$ cat src/rtl/scfifo_pkg.sv
// Shared types and constants for the scancode FIFO with modifier tracking.
// No dependencies; used by the controller, the datapath and the top level.
package scfifo_pkg;

	localparam logic [1:0] CMD_TICK = 2'd0;
	localparam logic [1:0] CMD_PUSH = 2'd1;
	localparam logic [1:0] CMD_POP  = 2'd2;

	localparam logic [7:0] SC_LSHIFT_MAKE  = 8'h2A;
	localparam logic [7:0] SC_RSHIFT_MAKE  = 8'h36;
	localparam logic [7:0] SC_LSHIFT_BREAK = 8'hAA;
	localparam logic [7:0] SC_RSHIFT_BREAK = 8'hB6;
	localparam logic [7:0] SC_CAPS_MAKE    = 8'h3A;

	typedef struct packed {
		logic do_tick;
		logic do_push;
		logic do_result;
		logic do_pop_rd;
		logic do_pop_fin;
		logic out_take;
	} ctl_t;

	typedef struct packed {
		logic empty;
		logic full;
		logic out_valid;
	} sts_t;

endpackage

$ cat src/rtl/scfifo_ctrl.sv
// Controller for the scancode FIFO: handshake and sequencing of each event.
// Depends on scfifo_pkg; drives command signals into scfifo_dp.
module scfifo_ctrl (
	input  logic               clk,
	input  logic               arst_n,
	input  logic               in_valid,
	input  logic [1:0]         command,
	input  logic               out_ready,
	input  scfifo_pkg::sts_t   sts,
	output logic               in_ready,
	output scfifo_pkg::ctl_t   ctl
);

	localparam logic ST_IDLE = 1'b0;
	localparam logic ST_POP  = 1'b1;

	logic state_q;
	logic state_d;
	logic accept;

	assign in_ready = (state_q == ST_IDLE) && (!sts.out_valid || out_ready);
	assign accept   = in_valid && in_ready;

	always_comb begin
		ctl            = '0;
		state_d        = state_q;
		ctl.out_take   = sts.out_valid && out_ready;
		case (state_q)
			ST_IDLE: begin
				if (accept) begin
					case (command)
						scfifo_pkg::CMD_TICK: begin
							ctl.do_tick   = 1'b1;
							ctl.do_result = 1'b1;
						end
						scfifo_pkg::CMD_PUSH: begin
							ctl.do_push   = 1'b1;
							ctl.do_result = 1'b1;
						end
						scfifo_pkg::CMD_POP: begin
							if (sts.empty) begin
								ctl.do_result = 1'b1;
							end else begin
								ctl.do_pop_rd = 1'b1;
								state_d       = ST_POP;
							end
						end
						default: begin
							ctl.do_result = 1'b1;
						end
					endcase
				end
			end
			ST_POP: begin
				ctl.do_pop_fin = 1'b1;
				state_d        = ST_IDLE;
			end
			default: begin
				state_d = ST_IDLE;
			end
		endcase
	end

	always_ff @(posedge clk or negedge arst_n) begin
		if (!arst_n) begin
			state_q <= ST_IDLE;
		end else begin
			state_q <= state_d;
		end
	end

endmodule

$ cat src/rtl/scfifo_dp.sv
// Datapath for the scancode FIFO: code memory, ring indices, modifier flags,
// tick counter and the output register. Depends on scfifo_pkg.
module scfifo_dp #(
	parameter int DEPTH = 512
) (
	input  logic               clk,
	input  logic               arst_n,
	input  scfifo_pkg::ctl_t   ctl,
	input  logic [7:0]         scancode,
	output scfifo_pkg::sts_t   sts,
	output logic               code_valid,
	output logic [7:0]         popped_code,
	output logic               shift_held,
	output logic               caps_on,
	output logic [31:0]        tick_total,
	output logic               dropped
);

	localparam int AW = (DEPTH > 1) ? $clog2(DEPTH) : 1;
	localparam logic [AW-1:0] LAST = AW'(DEPTH - 1);

	logic [7:0]    mem [DEPTH];
	logic [7:0]    rd_data_q;
	logic [AW-1:0] wr_idx_q;
	logic [AW-1:0] rd_idx_q;
	logic [AW-1:0] wr_next;
	logic [AW-1:0] rd_next;
	logic          shift_q;
	logic          caps_q;
	logic [31:0]   tick_q;
	logic [31:0]   tick_d;
	logic          shift_d;
	logic          caps_d;
	logic          out_valid_q;
	logic          code_valid_q;
	logic [7:0]    popped_code_q;
	logic          dropped_q;
	logic          push_ok;

	assign wr_next   = (wr_idx_q == LAST) ? '0 : wr_idx_q + AW'(1);
	assign rd_next   = (rd_idx_q == LAST) ? '0 : rd_idx_q + AW'(1);
	assign sts.empty = (wr_idx_q == rd_idx_q);
	assign sts.full  = (wr_next == rd_idx_q);
	assign sts.out_valid = out_valid_q;
	assign push_ok   = ctl.do_push && !sts.full;
	assign tick_d    = ctl.do_tick ? tick_q + 32'd1 : tick_q;

	always_comb begin
		shift_d = shift_q;
		caps_d  = caps_q;
		if (ctl.do_pop_fin) begin
			if (rd_data_q == scfifo_pkg::SC_LSHIFT_MAKE ||
			    rd_data_q == scfifo_pkg::SC_RSHIFT_MAKE) begin
				shift_d = 1'b1;
			end else if (rd_data_q == scfifo_pkg::SC_LSHIFT_BREAK ||
			             rd_data_q == scfifo_pkg::SC_RSHIFT_BREAK) begin
				shift_d = 1'b0;
			end else if (rd_data_q == scfifo_pkg::SC_CAPS_MAKE) begin
				caps_d = !caps_q;
			end
		end
	end

	always_ff @(posedge clk) begin
		if (push_ok) begin
			mem[wr_idx_q] <= scancode;
		end
		if (ctl.do_pop_rd) begin
			rd_data_q <= mem[rd_idx_q];
		end
	end

	always_ff @(posedge clk or negedge arst_n) begin
		if (!arst_n) begin
			wr_idx_q    <= '0;
			rd_idx_q    <= '0;
			shift_q     <= 1'b0;
			caps_q      <= 1'b0;
			tick_q      <= '0;
			out_valid_q <= 1'b0;
		end else begin
			if (push_ok) begin
				wr_idx_q <= wr_next;
			end
			if (ctl.do_pop_rd) begin
				rd_idx_q <= rd_next;
			end
			shift_q <= shift_d;
			caps_q  <= caps_d;
			tick_q  <= tick_d;
			if (ctl.do_result || ctl.do_pop_fin) begin
				out_valid_q <= 1'b1;
			end else if (ctl.out_take) begin
				out_valid_q <= 1'b0;
			end
		end
	end

	// Load the result register; it holds while the consumer stalls.
	always_ff @(posedge clk) begin
		if (ctl.do_result || ctl.do_pop_fin) begin
			code_valid_q  <= ctl.do_pop_fin;
			popped_code_q <= ctl.do_pop_fin ? rd_data_q : 8'd0;
			dropped_q     <= ctl.do_push && sts.full;
			shift_held    <= shift_d;
			caps_on       <= caps_d;
			tick_total    <= tick_d;
		end
	end

	assign code_valid  = code_valid_q;
	assign popped_code = popped_code_q;
	assign dropped     = dropped_q;

endmodule

$ cat src/rtl/scancode_fifo_with_modifiers.sv
// Top level of the scancode FIFO with Shift and Caps Lock tracking.
// Depends on scfifo_pkg, scfifo_ctrl and scfifo_dp.
//
// Events arrive on a valid/ready input channel and each produces exactly one
// result on a valid/ready output channel, held in an output register. A pop
// that returns a code reads the registered code memory port first and loads
// the result from the pop state; every other event loads it on acceptance.
// A new event is taken while the previous result still waits, as long as no
// pop is in flight and the result register is being drained or is free. The
// ring holds DEPTH-1 codes; memory contents are not cleared at reset, and no
// clearing pass is needed because only written slots are ever read.
module scancode_fifo_with_modifiers #(
	parameter int DEPTH = 512
) (
	input  logic        clk,
	input  logic        arst_n,
	input  logic        in_valid,
	output logic        in_ready,
	input  logic [1:0]  command,
	input  logic [7:0]  scancode,
	output logic        out_valid,
	input  logic        out_ready,
	output logic        code_valid,
	output logic [7:0]  popped_code,
	output logic        shift_held,
	output logic        caps_on,
	output logic [31:0] tick_total,
	output logic        dropped
);

	scfifo_pkg::ctl_t ctl;
	scfifo_pkg::sts_t sts;

	scfifo_ctrl u_ctrl (
		.clk       (clk),
		.arst_n    (arst_n),
		.in_valid  (in_valid),
		.command   (command),
		.out_ready (out_ready),
		.sts       (sts),
		.in_ready  (in_ready),
		.ctl       (ctl)
	);

	scfifo_dp #(
		.DEPTH (DEPTH)
	) u_dp (
		.clk         (clk),
		.arst_n      (arst_n),
		.ctl         (ctl),
		.scancode    (scancode),
		.sts         (sts),
		.code_valid  (code_valid),
		.popped_code (popped_code),
		.shift_held  (shift_held),
		.caps_on     (caps_on),
		.tick_total  (tick_total),
		.dropped     (dropped)
	);

	assign out_valid = sts.out_valid;

	a_not_full_and_empty: assert property (@(posedge clk) disable iff (!arst_n)
		!(sts.full && sts.empty))
		else $error("ring reports full and empty at once");

	a_pop_blocks_next: assert property (@(posedge clk) disable iff (!arst_n)
		(in_valid && in_ready && command == scfifo_pkg::CMD_POP && !sts.empty)
		|=> (!in_ready && out_valid == $past(out_valid && !out_ready)))
		else $error("input taken while a pop is in flight");

	a_drop_not_pop: assert property (@(posedge clk) disable iff (!arst_n)
		out_valid |-> !(dropped && code_valid))
		else $error("result both dropped and popped");

	a_ready_needs_slot: assert property (@(posedge clk) disable iff (!arst_n)
		(out_valid && !out_ready) |-> !in_ready)
		else $error("input taken while result register is stalled");

endmodule

$ cat config.mk
export PLATFORM = sky130hd
export DESIGN_NAME = scancode_fifo_with_modifiers
export DESIGN_NICKNAME = d
export VERILOG_FILES = /design/src/rtl/scfifo_pkg.sv /design/src/rtl/scfifo_ctrl.sv /design/src/rtl/scfifo_dp.sv /design/src/rtl/scancode_fifo_with_modifiers.sv
export SDC_FILE = /design/constraint.sdc
export NUM_CORES = 2
export LEC_CHECK = 0
export BUFFER_PORTS_ARGS = -buffer_cell sky130_fd_sc_hd__buf_2
export CAP_MARGIN = 0
export CORE_MARGIN = 2
export CORE_UTILIZATION = 30
export CTS_CLUSTER_SIZE = 14
export DETAILED_ROUTE_END_ITERATION = 10
export PLACE_DENSITY_LB_ADDON = 0.15
export REMOVE_ABC_BUFFERS = 1
export SETUP_SLACK_MARGIN = 0.4
export SLEW_MARGIN = 5
export SYNTH_ARGS = -nofsm -noshare
export SYNTH_HDL_FRONTEND = slang
export SYNTH_SLANG_ARGS = --single-unit
$ cat constraint.sdc
create_clock -name clk -period 6 [get_ports clk]
set_clock_uncertainty 0.2 [all_clocks]
set_input_delay 0.9 -clock clk [delete_from_list [all_inputs] [get_ports clk]]
set_output_delay 0.9 -clock clk [all_outputs]
set_load 0.05 [all_outputs]
==> impl_metrics.csv <==
group,metric,value,unit
power_and_ir_drop,p_leak,57.82,nW
route,dr.pass1.iters,5,
place,port_buffers,59,
clock_network,clk_pin_slew,0.06,ns
logic_synthesis,async_reset_ff_frac,0.01285,
finish,layout_common_cells,"4148 x edfxtp_1, 1006 x mux4_2, 582 x nor2_1, 452 x clkbuf_16, 319 x mux2i_1",
floorplanning,die_w,742.4,µm
power_and_ir_drop,p_sw_frac,0.3023,
critical_path,crit_chain,"buf_4 -> nor2b_4 -> buf_12 -> a221oi_1 -> a21oi_1 -> o211ai_1 -> a31oi_1 -> a311oi_1 -> o32a_1",
power_and_ir_drop,seqPwrFrac,0.400,
timing,worst_pin_slew,1.398,ns
critical_path,rr_startpoint,"u_dp.rd_idx_q[2]$_DFFE_PN0P_",
route,via_per_inst,5.160,
logic_synthesis,synth-edff-count,4148,
power_and_ir_drop,pwr-share-clk,0.343,
logic_synthesis,yosysWarnings,0,
clock_network,cts-root-buf,"clkbuf_16",
global_routing,overflow,0,
power_and_ir_drop,peakVddDrop,0.2711,mV
critical_path,r2r_cells,9,
global_routing,grt_pass1_vias,83010,
min_path,hp-class,"primary input to register",
floorplanning,die-area,551100,µm²
global_routing,track_usage,0.1843,
timing,finalCriticalPeriod,5.421,ns
critical_path,worst_setup_path_end_kind,"register",
clock_network,cts_tree,"done",
route,totalWireLength,518.9,mm
finish,final_common_cell,"edfxtp_1",
critical_path,rr_endpoint,"u_dp.rd_data_q[1]$_DFFE_PP_",
floorplanning,initial_core_util,0.3007,
floorplanning,std_cell_rows,271,
global_routing,antenna_found_initial,40,
global_routing,met1_usage,0.2592,
flow_run,cap_viol_max_count,0,
logic_synthesis,avgSynthCellArea,21.29,µm²
power_and_ir_drop,intPower,57.29,mW
critical_path,r2r_slack,0.58,ns
critical_path,worstPathArrival,6.11,ns
timing,rsz0062_at_grt,"false",
global_routing,grt_max_degree,180,
place,gp_congestion,0.8366,
min_path,min-delay-start,"scancode[4]",
logic_synthesis,synth_cell_type_count,78,
logic_synthesis,yosysSeqAreaShare,0.7699,
global_routing,use_met2,0.3026,
power_and_ir_drop,p_per_area,433.6,nW/µm²
timing,slew_headroom,0.06601,
clock_network,clk_path_buf_depth,4,
logic_synthesis,netlist_area,163500,µm²
clock_network,cts.sinks,4202,
clock_network,cts_inserted_buffers,452,
logic_synthesis,synth-main-ff-cell,"edfxtp_1",
timing,finalCritPeriodShare,0.9036,
global_routing,grtUsageMet3,0.02826,
global_routing,grt_pass1_wl,711.9,mm
timing,finalHoldViolations,0,
logic_synthesis,syn_inst,7682,
place,pre_cts_ws,0.4082,ns
power_and_ir_drop,p_comb_frac,0.257,
timing,max_freq,184.5,MHz
min_path,holdPathStages,1,
route,num_vias,80870,
route,ant_nets,0,
floorplanning,ios,60,
route,drtIter0Drc,9077,
clock_network,cts.htree.levels,5,
route,drc,0,
clock_network,clock_latency,1.05,ns
floorplanning,die_h,742.4,µm
min_path,worstHoldEndpoint,"u_dp.mem[432][4]$_DFFE_PP_",
critical_path,crit_required,6.69,ns
timing,fin_setup_tns,0,ns
timing,finalMaxSlewViolations,0,
timing,setup_viol,0,
finish,drive_above_1_share,0.2534,
finish,area_growth_syn_to_layout,15.78,%
timing,setup_slack,0.5785,ns
route,wl_per_cell,33.11,µm
clock_network,post-cts-setup-buffers,0,
logic_synthesis,ys_seq_elements,4202,
place,dp_hpwl,315.7,mm
critical_path,critPathMaxStageDelay,1.04,ns
run_status,status,"finished clean",
critical_path,slowest_stage,"a311oi_1",
finish,nets,8075,
global_routing,busiest_layer,"met2",
power_and_ir_drop,power_switching,24.82,mW
critical_path,critPathKind,"register to register",
critical_path,cp-start-kind,"register",
critical_path,crit_fanout,26,
floorplanning,coreArea,543900,µm²
power_and_ir_drop,power.total,82.11,mW
cell usage after synthesis, types with 19 or more instances:
master	count	area, µm²
buf_1	38	142.6
nand3_1	42	210.2
buf_4	62	465.5
o2111ai_1	19	166.4
nor3_1	22	110.1
xnor2_1	31	271.5
a221oi_1	42	367.9
nor2b_1	24	150.1
mux2i_1	319	3193
clkbuf_1	155	581.8
o22ai_1	65	406.6
a211oi_1	24	180.2
buf_6	42	473.0
edfxtp_1	4148	124600
dfrtp_1	54	1351
mux2_2	24	270.3
and2_1	23	143.9
buf_2	181	905.9
nand2_1	216	810.8
a21oi_1	95	475.5
mux4_2	1006	22660
a31oi_1	26	162.7
nor2_1	587	2203
o221ai_1	57	499.2
a22oi_1	46	345.3
o21ai_0	95	475.5
area by class of cell:
cell class	count	area, µm²
fill	50620	354500
sequential	4202	125900
multi-input combinational	2988	35350
clock buffer	531	11660
tap	7234	9051
timing repair buffer	397	4006
clock inverter	303	3271
inverter	11	60.06
antenna	8	20.02
power groups by stage:
stage | clock [mW] | combinational [mW] | sequential, mW
floorplan | 0 | 8.11 | 33.8
global placement | 0 | 21.5 | 33.5
detailed placement | 0 | 21.6 | 33.4
CTS | 28.8 | 21.6 | 32.8
global route | 29.9 | 22.1 | 32.8
finish | 28.2 | 21.1 | 32.8
how the worst max path moves through the flow:
stage | startpoint | end | slack (ns) | cells past startpoint
detailed placement | u_dp.rd_idx_q[0]$_DFFE_PN0P_ | u_dp.rd_data_q[7]$_DFFE_PP_ | 0.41 | 9
floorplan | u_dp.rd_idx_q[0]$_DFFE_PN0P_ | u_dp.rd_data_q[2]$_DFFE_PP_ | -43.90 | 7
CTS | u_dp.wr_idx_q[0]$_DFFE_PN0P_ | u_dp.mem[482][0]$_DFFE_PP_ | 0.70 | 12
global route | u_dp.rd_idx_q[1]$_DFFE_PN0P_ | u_dp.rd_data_q[4]$_DFFE_PP_ | 0.45 | 8
global placement | u_dp.rd_idx_q[0]$_DFFE_PN0P_ | u_dp.rd_data_q[7]$_DFFE_PP_ | 0.12 | 8
finish | u_dp.rd_idx_q[2]$_DFFE_PN0P_ | u_dp.rd_data_q[1]$_DFFE_PP_ | 0.58 | 9
state kept, by name, summed over array words and instances, names as in the netlist:
signal and cells:
u_dp.popped_code 8, u_dp.wr_idx_q 9, u_dp.out_valid_q 1, u_dp.shift_held 1, u_dp.dropped 1, u_dp.code_valid 1, u_dp.rd_data_q 8, u_dp.caps_q 1
u_dp.tick_total 32, u_dp.caps_on 1, u_dp.tick_q 32, u_dp.rd_idx_q 9, u_dp.shift_q 1, u_dp.mem 4096, u_ctrl.state_q 1
kinds of logic after synthesis:
kind of cell / synth area share
AO/OA/AOI/OAI: 0.02556
AND/OR/NAND/NOR: 0.02517
XOR/XNOR: 0.002708
buffers and inverters: 0.01630
adder cells (fa/ha/maj): 0.0006885
multiplexers: 0.1597
flip-flops: 0.7699
what timing repair did:
| action | in CTS | in global routing |
|---|---|---|
| gates resized for setup | 1 | 0 |
| hold endpoints to repair | 54 | 0 |
| setup endpoints to repair | 1 | 0 |
| hold buffers | 1 | 0 |
per-layer routing:
metal / vias up / wire length (µm)
met5: - / 0
met4: 0 / 11550
met3: 631 / 30320
met2: 2733 / 250000
met1: 44610 / 227100
li1: 32900 / -
stage by stage:
| step | instance area [µm²] | std cells | util | hold slack [ns] |
|---|---|---|---|---|
| floorplan | 160900 | 7201 | - | 0.2325 |
| finish | 189300 | 15670 | 0.3481 | 0.1326 |
| global route | 189300 | 15670 | 0.3481 | 0.07840 |
| CTS | 189300 | 15670 | 0.3481 | 0.03472 |
| detailed placement | 174400 | 14830 | 0.3206 | 0.2489 |
| global placement | 174300 | 14830 | 0.3205 | 0.2536 |
worst max-delay path, delay by kind of cell, from the launching register on:
kind	cells	cell delay, ns
compound gates	6	3.05
flops	1	0.96
simple gates	1	0.25
buf+inv	2	0.71
Note: power is estimated with default switching activity, not from simulation.
